$ cat config.mk
export PLATFORM = sky130hd
export DESIGN_NAME = int4_group_dequant_dot_product_flat
export DESIGN_NICKNAME = d
export VERILOG_FILES = /design/src/design/igdq_pkg.sv /design/src/design/igdq_if.sv /design/src/design/igdq_front.sv /design/src/design/igdq_fifo.sv /design/src/design/igdq_back.sv /design/src/design/int4_group_dequant_dot_product.sv /design/src/flat_wrapper.sv
export SDC_FILE = /design/constraint.sdc
export NUM_CORES = 2
export LEC_CHECK = 0
export ABC_AREA = 1
export CAP_MARGIN = 5
export CORE_MARGIN = 3
export CORE_UTILIZATION = 50
export CTS_BUF_LIST = sky130_fd_sc_hd__clkbuf_8
export DETAILED_ROUTE_END_ITERATION = 12
export DONT_BUFFER_PORTS = 1
export HOLD_SLACK_MARGIN = 0.06
export PLACE_DENSITY = 0.66
export SLEW_MARGIN = 20
export SYNTH_ARGS = -nofsm -noshare
export SYNTH_HDL_FRONTEND = slang
export SYNTH_SLANG_ARGS = --single-unit
$ cat constraint.sdc
create_clock -name i_clk -period 9.3 [get_ports i_clk]
set_input_delay 0.465 -clock i_clk [delete_from_list [all_inputs] [get_ports i_clk]]
set_output_delay 0.465 -clock i_clk [all_outputs]
set_load 0.01 [all_outputs]
$ cat src/design/igdq_pkg.sv
// Package for the int4 group-dequant dot product block.
// Item types, widths and accumulator limits. No dependencies.
package igdq_pkg;

    localparam int NIBBLE_W   = 4;
    localparam int ACT_W      = 16;
    localparam int COEF_W     = 16;
    localparam int DEQ_W      = 20;                 // nibble * scale + offset, exact
    localparam int PROD_W     = DEQ_W + ACT_W;      // one weight-activation product
    localparam int SUM_W      = 48;
    localparam int FIFO_DEPTH = 4;
    localparam int FIFO_PTR_W = $clog2(FIFO_DEPTH);
    localparam int FIFO_CNT_W = $clog2(FIFO_DEPTH + 1);

    localparam logic signed [SUM_W-1:0] SUM_MAX = {1'b0, {(SUM_W-1){1'b1}}};
    localparam logic signed [SUM_W-1:0] SUM_MIN = {1'b1, {(SUM_W-1){1'b0}}};

    typedef struct packed {
        logic [7:0]              weight_byte;
        logic signed [ACT_W-1:0]  activation_even;
        logic signed [ACT_W-1:0]  activation_odd;
        logic signed [COEF_W-1:0] group_scale;
        logic signed [COEF_W-1:0] group_offset;
        logic                     last_of_dot;
    } t_in_item;

    typedef struct packed {
        logic signed [SUM_W-1:0] dot_value;
    } t_out_item;

    // dequantized weight pair with its activations, as queued for the back end
    typedef struct packed {
        logic signed [DEQ_W-1:0] weight_even;
        logic signed [DEQ_W-1:0] weight_odd;
        logic signed [ACT_W-1:0] activation_even;
        logic signed [ACT_W-1:0] activation_odd;
        logic                    last_of_dot;
    } t_deq_item;

    typedef struct packed {
        logic full;
        logic empty;
    } t_fifo_status;

endpackage

$ cat src/design/igdq_if.sv
// Valid/ready channel interfaces for input and result items.
// Depends on igdq_pkg for the payload types.
interface igdq_in_if import igdq_pkg::*; ();
    logic     valid;
    logic     ready;
    t_in_item payload;

    modport source (output valid, output payload, input ready);
    modport sink   (input valid, input payload, output ready);
endinterface

interface igdq_out_if import igdq_pkg::*; ();
    logic      valid;
    logic      ready;
    t_out_item payload;

    modport source (output valid, output payload, input ready);
    modport sink   (input valid, input payload, output ready);
endinterface

$ cat src/design/igdq_front.sv
// Front end: accepts input items and dequantizes both nibbles into a register.
// Depends on igdq_pkg and igdq_in_if; pushes into igdq_fifo.
module igdq_front import igdq_pkg::*; (
    input  logic             i_clk,
    input  logic             i_rst_n,
    igdq_in_if.sink          i_in,
    input  t_fifo_status     i_fifo_status,
    output logic             o_push,
    output t_deq_item        o_push_data
);

    logic                    r_valid;
    logic                    n_valid;
    t_deq_item               r_item;
    logic signed [DEQ_W-1:0] deq_even;
    logic signed [DEQ_W-1:0] deq_odd;
    logic                    accept;

    // nibble is unsigned: widen with a zero before the signed multiply
    assign deq_even = $signed({1'b0, i_in.payload.weight_byte[NIBBLE_W-1:0]})
                      * i_in.payload.group_scale + i_in.payload.group_offset;
    assign deq_odd  = $signed({1'b0, i_in.payload.weight_byte[2*NIBBLE_W-1:NIBBLE_W]})
                      * i_in.payload.group_scale + i_in.payload.group_offset;

    assign o_push      = r_valid && !i_fifo_status.full;
    assign o_push_data = r_item;
    assign i_in.ready  = !r_valid || !i_fifo_status.full;
    assign accept      = i_in.valid && i_in.ready;

    always_comb begin
        n_valid = r_valid;
        if (accept) begin
            n_valid = 1'b1;
        end else if (o_push) begin
            n_valid = 1'b0;
        end
    end

    always_ff @(posedge i_clk) begin
        if (!i_rst_n) begin
            r_valid <= 1'b0;
        end else begin
            r_valid <= n_valid;
        end
    end

    always_ff @(posedge i_clk) begin
        if (accept) begin
            r_item.weight_even     <= deq_even;
            r_item.weight_odd      <= deq_odd;
            r_item.activation_even <= i_in.payload.activation_even;
            r_item.activation_odd  <= i_in.payload.activation_odd;
            r_item.last_of_dot     <= i_in.payload.last_of_dot;
        end
    end

endmodule

$ cat src/design/igdq_fifo.sv
// Short queue of dequantized items between front and back end.
// Depends on igdq_pkg.
module igdq_fifo import igdq_pkg::*; (
    input  logic         i_clk,
    input  logic         i_rst_n,
    input  logic         i_push,
    input  t_deq_item    i_push_data,
    input  logic         i_pop,
    output t_deq_item    o_pop_data,
    output t_fifo_status o_status
);

    t_deq_item             r_mem [FIFO_DEPTH];
    logic [FIFO_PTR_W-1:0] r_wr_ptr;
    logic [FIFO_PTR_W-1:0] r_rd_ptr;
    logic [FIFO_CNT_W-1:0] r_count;
    logic [FIFO_CNT_W-1:0] n_count;

    assign o_status.full  = (r_count == FIFO_CNT_W'(FIFO_DEPTH));
    assign o_status.empty = (r_count == '0);
    assign o_pop_data     = r_mem[r_rd_ptr];

    always_comb begin
        n_count = r_count;
        if (i_push && !i_pop) begin
            n_count = r_count + 1'b1;
        end else if (i_pop && !i_push) begin
            n_count = r_count - 1'b1;
        end
    end

    always_ff @(posedge i_clk) begin
        if (!i_rst_n) begin
            r_wr_ptr <= '0;
            r_rd_ptr <= '0;
            r_count  <= '0;
        end else begin
            r_count <= n_count;
            if (i_push) begin
                r_wr_ptr <= r_wr_ptr + 1'b1;
            end
            if (i_pop) begin
                r_rd_ptr <= r_rd_ptr + 1'b1;
            end
        end
    end

    always_ff @(posedge i_clk) begin
        if (i_push) begin
            r_mem[r_wr_ptr] <= i_push_data;
        end
    end

endmodule

$ cat src/design/igdq_back.sv
// Back end: multiplies by the activations, accumulates with saturation and
// holds the result in an output register. Depends on igdq_pkg and igdq_out_if.
module igdq_back import igdq_pkg::*; (
    input  logic          i_clk,
    input  logic          i_rst_n,
    input  t_fifo_status  i_fifo_status,
    input  t_deq_item     i_pop_data,
    output logic          o_pop,
    igdq_out_if.source    o_out
);

    logic                     r_s1_valid;
    logic                     n_s1_valid;
    logic                     r_s1_last;
    logic signed [PROD_W-1:0] r_p_even;
    logic signed [PROD_W-1:0] r_p_odd;
    logic signed [PROD_W-1:0] p_even;
    logic signed [PROD_W-1:0] p_odd;
    logic signed [SUM_W-1:0]  r_sum;
    logic signed [SUM_W:0]    acc_full;
    logic signed [SUM_W-1:0]  acc_sat;
    logic                     r_out_valid;
    logic                     n_out_valid;
    t_out_item                r_out;
    logic                     s1_adv;

    assign p_even = i_pop_data.weight_even * i_pop_data.activation_even;
    assign p_odd  = i_pop_data.weight_odd  * i_pop_data.activation_odd;

    // a last item needs room in the output register, others only touch the sum
    assign s1_adv = r_s1_valid && (!r_s1_last || !r_out_valid || o_out.ready);
    assign o_pop  = !i_fifo_status.empty && (!r_s1_valid || s1_adv);

    assign acc_full = r_sum + r_p_even + r_p_odd;

    // clamp when the two top bits disagree
    always_comb begin
        if (acc_full[SUM_W] != acc_full[SUM_W-1]) begin
            acc_sat = acc_full[SUM_W] ? SUM_MIN : SUM_MAX;
        end else begin
            acc_sat = acc_full[SUM_W-1:0];
        end
    end

    always_comb begin
        n_s1_valid = r_s1_valid;
        if (o_pop) begin
            n_s1_valid = 1'b1;
        end else if (s1_adv) begin
            n_s1_valid = 1'b0;
        end
        n_out_valid = r_out_valid && !o_out.ready;
        if (s1_adv && r_s1_last) begin
            n_out_valid = 1'b1;
        end
    end

    always_ff @(posedge i_clk) begin
        if (!i_rst_n) begin
            r_s1_valid  <= 1'b0;
            r_out_valid <= 1'b0;
            r_sum       <= '0;
        end else begin
            r_s1_valid  <= n_s1_valid;
            r_out_valid <= n_out_valid;
            if (s1_adv) begin
                r_sum <= r_s1_last ? '0 : acc_sat;
            end
        end
    end

    always_ff @(posedge i_clk) begin
        if (o_pop) begin
            r_p_even  <= p_even;
            r_p_odd   <= p_odd;
            r_s1_last <= i_pop_data.last_of_dot;
        end
        if (s1_adv && r_s1_last) begin
            r_out.dot_value <= acc_sat;
        end
    end

    assign o_out.valid   = r_out_valid;
    assign o_out.payload = r_out;

endmodule

$ cat src/design/int4_group_dequant_dot_product.sv
// Int4 group-dequantized dot product, top level.
// Instantiates igdq_front, igdq_fifo and igdq_back; uses igdq_pkg and igdq_if.
//
// Takes one packed weight byte with two Q7.8 activations and the Q3.12 scale and
// offset of its group per clock cycle, and returns the exact Q.20 dot product on
// the item marked last_of_dot; the sum saturates at the 48-bit limits if a
// stream runs on too long. Sustained rate is one item per cycle, set by the
// accumulator loop in the back end, while the result side takes results. A
// result passes the dequant register, the queue, the product register and the
// output register after its last item is taken. A four-entry queue between the
// dequant front end and the multiply-accumulate back end lets the input keep
// flowing while a result waits to be taken.
module int4_group_dequant_dot_product import igdq_pkg::*; (
    input  logic        i_clk,
    input  logic        i_rst_n,
    igdq_in_if.sink     i_in,
    igdq_out_if.source  o_out
);

    logic         push;
    logic         pop;
    t_deq_item    push_data;
    t_deq_item    pop_data;
    t_fifo_status fifo_status;

    igdq_front u_front (
        .i_clk         (i_clk),
        .i_rst_n       (i_rst_n),
        .i_in          (i_in),
        .i_fifo_status (fifo_status),
        .o_push        (push),
        .o_push_data   (push_data)
    );

    igdq_fifo u_fifo (
        .i_clk       (i_clk),
        .i_rst_n     (i_rst_n),
        .i_push      (push),
        .i_push_data (push_data),
        .i_pop       (pop),
        .o_pop_data  (pop_data),
        .o_status    (fifo_status)
    );

    igdq_back u_back (
        .i_clk         (i_clk),
        .i_rst_n       (i_rst_n),
        .i_fifo_status (fifo_status),
        .i_pop_data    (pop_data),
        .o_pop         (pop),
        .o_out         (o_out)
    );

endmodule

$ cat src/flat_wrapper.sv
// flat-port wrapper written by rule: the top's interface ports become plain ports
module int4_group_dequant_dot_product_flat import igdq_pkg::*;
  (i_clk, i_rst_n, i_in_valid, i_in_payload, i_in_ready, o_out_valid, o_out_payload, o_out_ready);
  igdq_in_if i_in_i ();
  igdq_out_if o_out_i ();
  input  logic i_clk;
  input  logic i_rst_n;
  input wire logic [$bits(i_in_i.valid)-1:0] i_in_valid;
  input wire logic [$bits(i_in_i.payload)-1:0] i_in_payload;
  output wire logic [$bits(i_in_i.ready)-1:0] i_in_ready;
  output wire logic [$bits(o_out_i.valid)-1:0] o_out_valid;
  output wire logic [$bits(o_out_i.payload)-1:0] o_out_payload;
  input wire logic [$bits(o_out_i.ready)-1:0] o_out_ready;
  assign i_in_i.valid = i_in_valid;
  assign i_in_i.payload = i_in_payload;
  assign i_in_ready = i_in_i.ready;
  assign o_out_valid = o_out_i.valid;
  assign o_out_payload = o_out_i.payload;
  assign o_out_i.ready = o_out_ready;
  int4_group_dequant_dot_product u_core (.i_clk(i_clk), .i_rst_n(i_rst_n), .i_in(i_in_i), .o_out(o_out_i));
endmodule
## Word-level counts from Yosys, hierarchy flattened

Memories as Yosys holds them, arrays and structs flattened. A register that Yosys moved wholly into a read port is not among the register bits.
Index checks and enable logic that the tools add are counted.

| storage, ports and cells | value |
|---|---|
| bits in writable memories | 292 |
| memories | 1 |
| flip-flop bits (word level) | 252 |
| logic and storage cells | 70 |
| output and inout port bits | 50 |
| input port bits | 77 |

Memories:

| name | words | width | rd ports | clocked after Yosys merged registers in | wr ports | RTL line | source |
|---|---|---|---|---|---|---|---|
| u_core.u_fifo.r_mem | 4 | 73 | 1 | 1 | 1 | igdq_fifo.sv:13 | `t_deq_item r_mem [FIFO_DEPTH];` |

| operators by class | value |
|---|---|
| add/subtract/negate cells | 8 |
| muxes and demuxes | 14 |
| equality and inequality tests | 2 |
| $mul | 4 |
| reduce and logical (&&, ||, !) cells | 25 |

Operators with widths:

| operator | count |
|---|---|
| two-way mux 48 bit | 3 |
| multiplier 20 x 16 -> 36 bit | 2 |
| adder 48 x 36 -> 49 bit | 1 |
| adder 49 x 36 -> 49 bit | 1 |
| adder 20 x 16 -> 20 bit | 2 |
| multiplier 5 x 16 -> 20 bit | 2 |
| logical NOT 1 bit | 9 |
| logical AND 1 bit | 8 |
| two-way mux 1 bit | 7 |
| two-way mux 3 bit | 2 |
| nonzero test 2 bit | 3 |
| adder 2 x 1 -> 2 bit (second input constant) | 2 |
| logical OR 1 bit | 4 |
| two-way mux 2 bit | 2 |
| adder 3 x 1 -> 3 bit (second input constant) | 1 |
| equality test 3 bit (second input constant) | 1 |
| logical NOT 3 bit | 1 |
| subtractor 3 x 1 -> 3 bit (second input constant) | 1 |
| != test 1 bit | 1 |

## Depth between registers and ports, before layout

| logic depth | value |
|---|---|
| word-level depth | 9 |
| depth in mapped cells | 33 |
| mapped depth without buffers | 30 |

## Modules after synthesis

A second synthesis with hierarchy kept.

| unflattened totals | value |
|---|---|
| cells, all modules | 6056 |
| area, all modules | 54329.6 sq um |

Modules (own cells, without submodules):

| module | cells each | instances | area an instance (sq um) | seq. area each (sq um) |
|---|---|---|---|---|
| igdq_back | 4301 | 1 | 34860.9 | 4634.4 |
| igdq_fifo | 764 | 1 | 11278.3 | 8948.6 |
| igdq_front | 991 | 1 | 8190.4 | 2212.1 |

## Worst setup path before layout

Ideal clock, no wire load.

| timing path | value |
|---|---|
| kind | flip-flop to flip-flop |
| from | reg (tool-made name) |
| to | reg u_core.u_back.r_p_odd[25], data pin |
| arrival time | 6417 ps |
| data required time | 9035 ps |
| setup time | 265 ps |
| clock period less this slack | 6682 ps |
| stages on the path, launching flop included | 27 |
| buffers on the path | 4 |
| path slack | 2618 ps |
| cell sequence | dfxtp_1 -> buf_2 -> buf_1 -> buf_1 -> nand2_1 -> a32oi_1 -> clkbuf_1 -> nand2_1 -> fa_1 -> fa_1 -> inv_1 -> fa_1 -> inv_1 -> fa_1 -> inv_1 -> fa_1 -> inv_1 -> fa_1 -> inv_1 -> ha_1 -> nand2_1 -> inv_1 -> a21boi_0 -> o21ai_0 -> a21boi_0 -> o21ai_0 -> xor2_1 |

RTL lines:

| element | RTL line | source |
|---|---|---|
| to (signal assigned) | igdq_back.sv:75 | `r_p_odd <= p_odd;` |
| to (decl) | igdq_back.sv:16 | `logic signed [PROD_W-1:0] r_p_odd;` |

==> impl_metrics.ini <==
[place]
io_buffers = 0
gp_congestion = 0.975
dp.cells = 6968
dp_hpwl_mm = 106
place_ws_ps = 1320

[sta]
rsz0062_at_grt = no
finalCritPeriodShare_pct = 86.3
slew_headroom_pct = 26.2
worst_slack_ps = 1270
layout_min_cycle_time_ps = 8030
tightest_slew_ps = 1110
slew_violations = 0
fin_worst_skew_ps = 45.9
timing.fmax_ghz = 0.125
setup_tns_ps = 0
final-setup-viol-count = 0
hold_violations = 0

[yosys]
synth_edf_count = 486
synthTopCellsByArea = fa_1 30%, edfxtp_1 28%, inv_1 8.7%
syn-num-nets = 6825
synth_flop_cell = edfxtp_1
synth_top_area_share_pct = 29.6
synthTopCellsByCount = 1225 x inv_1, 1203 x nand2_1, 782 x fa_1
yosysSeqAreaShare_pct = 29.8
ys_ff_latch = 546
ys_types = 52
syn_area_per_cell_um2 = 9.36
synth_area_um2 = 53000
yosysMostFrequentCell = inv_1
postSynthCellCount = 5658
synth_warnings = 0
yosys.area.top_type = fa_1
async_reset_ff_share_pct = 0

[worst_setup_path]
arrival_ps = 8500
path_common_cell = fa_1
crit_path_max_fanout = 71
r2r_end = u_core.u_back.r_p_odd[31]$_DFFE_PP_
worst-r2r-cell-count = 22
critical_path_class = flop to flop
critPathLaunchType = flop
crit_chain = inv_4 -> buf_4 -> nand2_1 -> a32oi_1 -> inv_1 -> nor2_1 -> fa_1 -> fa_1 -> fa_1 -> fa_1 -> fa_1 -> inv_1 -> fa_1 -> inv_1 -> ha_1 -> nand2_1 -> nor2_1 -> inv_1 -> nor3_1 -> nand4_1 -> nand2_1 -> xor2_1
critPathMaxStageDelay_ps = 820
required_ps = 9770
worstSetupEndpointType = flop
crit_slowest_cell = fa_1
ff2ff_setup_slack_ps = 1270

[cells_and_area]
final_nets = 6888
fillers = 9424
drive_above_1_share_pct = 5.38
postLayoutCoreUtil_pct = 54.6
syn2layout_area_growth_pct = 7.62
stdcell_count = 7181

[clock_tree]
cts_buffers = 89
cts-root-buf = clkbuf_8
clk_pin_slew_ps = 60
cts_tree = built
ctsHtreeMaxLevel = 3
cts_num_sinks = 546
cts_setup_buffers = 0
ctsLongestPathBuffers = 3
clkLatencyLatePin_ps = 730

[floorplan]
start_util_pct = 50.7
pin_count = 127
row_count = 118
fp.dieH_um = 331
dieArea_um2 = 110000
die_w_um = 331
core-area_um2 = 104000

[global_routing]
grt_remaining_overflow = 0
antenna_found_initial = 4
grt_pass1_wl_mm = 214
grt_use_total_pct = 24.6
first_global_vias = 39900
grt_max_degree = 147

[detailed_routing]
wirelength_mm = 133
post-route-drc-count = 0
drt_pass1_iterations = 5
vias = 37400
drt-vias-per-instance = 5.21
ant_nets = 0
drt_iter0_drc = 2513
wl_per_cell_um = 18.5

[worst_hold_path]
hold-path-endpoint = u_core.u_front.o_push_data[54]$_DFFE_PP_
min_path_type = input pin to flop
hold_depth = 2
hp-start = i_in_payload[2]

[job]
maxCapViolCount = 0

[outcome]
status = finished clean
==> per-stage QoR <==
step                      hold WS [ps]  area, um^2
after global routing              99.5       57000
after detailed placement           459       54700
after floorplan                    436       53000
after global placement             454       54700
final                              153       57000
after CTS                         60.6       57000
==> how the worst max path moves through the flow <==
stage / start / end / cells past startpoint
6_report: flop / u_core.u_back.r_p_odd[31]$_DFFE_PP_ / 22
2_1_floorplan: flop / u_core.u_back.r_p_odd[25]$_DFFE_PP_ / 26
3_3_place_gp: flop / u_core.u_back.r_p_odd[25]$_DFFE_PP_ / 24
4_1_cts: flop / u_core.u_back.r_p_odd[31]$_DFFE_PP_ / 22
3_5_place_dp: flop / u_core.u_back.r_p_odd[31]$_DFFE_PP_ / 22
5_1_grt: flop / u_core.u_back.r_p_odd[25]$_DFFE_PP_ / 29
==> kinds of logic (layout without fill, tap and decap cells) <==
logic type               after synthesis  after routing  synth area share [%]
AND/OR/NAND/NOR                     1920           1920                  14.6
flip-flops                           546            546                  29.8
adder cells (fa/ha/maj)             1090           1090                  36.8
XOR/XNOR                             151            151                  2.50
AO/OA/AOI/OAI                        535            535                  6.08
other                                  0              3                     0
buffers and inverters               1416           1556                  10.2
==> what timing repair did <==
item / 4_1_cts / 5_1_grt
gates resized for setup: 0 / 0
hold buffers: 41 / 0
endpoints found under the hold margin: 49 / 0
==> layout by cell type, fill, tap and decap left out, drive strengths merged, types with 25 or more instances in the layout <==
master / count
nand3: 85
o21bai: 25
nand2: 1246
nor2: 521
xnor2: 63
buf: 87
fa: 782
nand4: 29
ha: 308
dlygate4sd3: 41
edfxtp: 486
o21ai: 97
clkbuf: 92
xor2: 88
inv: 1266
dfxtp: 60
clkinv: 59
nor3: 32
a21oi: 290
a32oi: 72
==> metal layers <==
metal | GRT usage [%] | vias up | routed length (um)
met5 | 0 | - | 13
met4 | 8.80 | 2 | 4800
met3 | 4.05 | 270 | 8350
met2 | 41.9 | 1169 | 64300
met1 | 31.7 | 18400 | 55300
li1 | - | 17600 | -
==> layout make-up <==
type / instances / area (um^2) / share of cell area (%)
Antenna cell: 3 / 7.51 / 0.0132
Clock buffer: 92 / 1270 / 2.22
Inverter: 1260 / 4740 / 8.31
Multi-Input combinational cell: 3696 / 31800 / 55.8
Tap cell: 1380 / 1730 / 3.03
Timing Repair Buffer: 128 / 1090 / 1.90
Sequential cell: 546 / 15800 / 27.7
Clock inverter: 76 / 579 / 1.02
==> state kept, by name (all words and copies together) (netlist names), named ones only <==
signal and cells:
u_core.u_back.o_out.valid 1, u_core.u_fifo.r_count 3, u_core.u_front.r_valid 1, u_core.u_front.o_push_data 73, u_core.u_fifo.r_wr_ptr 2, u_core.u_back.r_s1_valid 1, u_core.u_back.r_s1_last 1, u_core.u_fifo.r_mem 292
u_core.u_fifo.r_rd_ptr 2, u_core.u_back.r_sum 48, u_core.u_back.r_p_odd 36, u_core.u_back.o_out.payload 48, u_core.u_back.r_p_even 36
==> critical path: cells and delay by family, from the launching register on <==
kind	cells	cell delay (ps)
XOR/XNOR	1	60
AND/OR/NAND/NOR	7	1390
AO/OA/AOI/OAI	1	740
flip-flops	1	360
buffers and inverters	6	1510
adder cells (fa/ha/maj)	7	3720
Power is not shown: default switching activity piles up to over one toggle a cycle in this logic, so the estimate is an artifact.
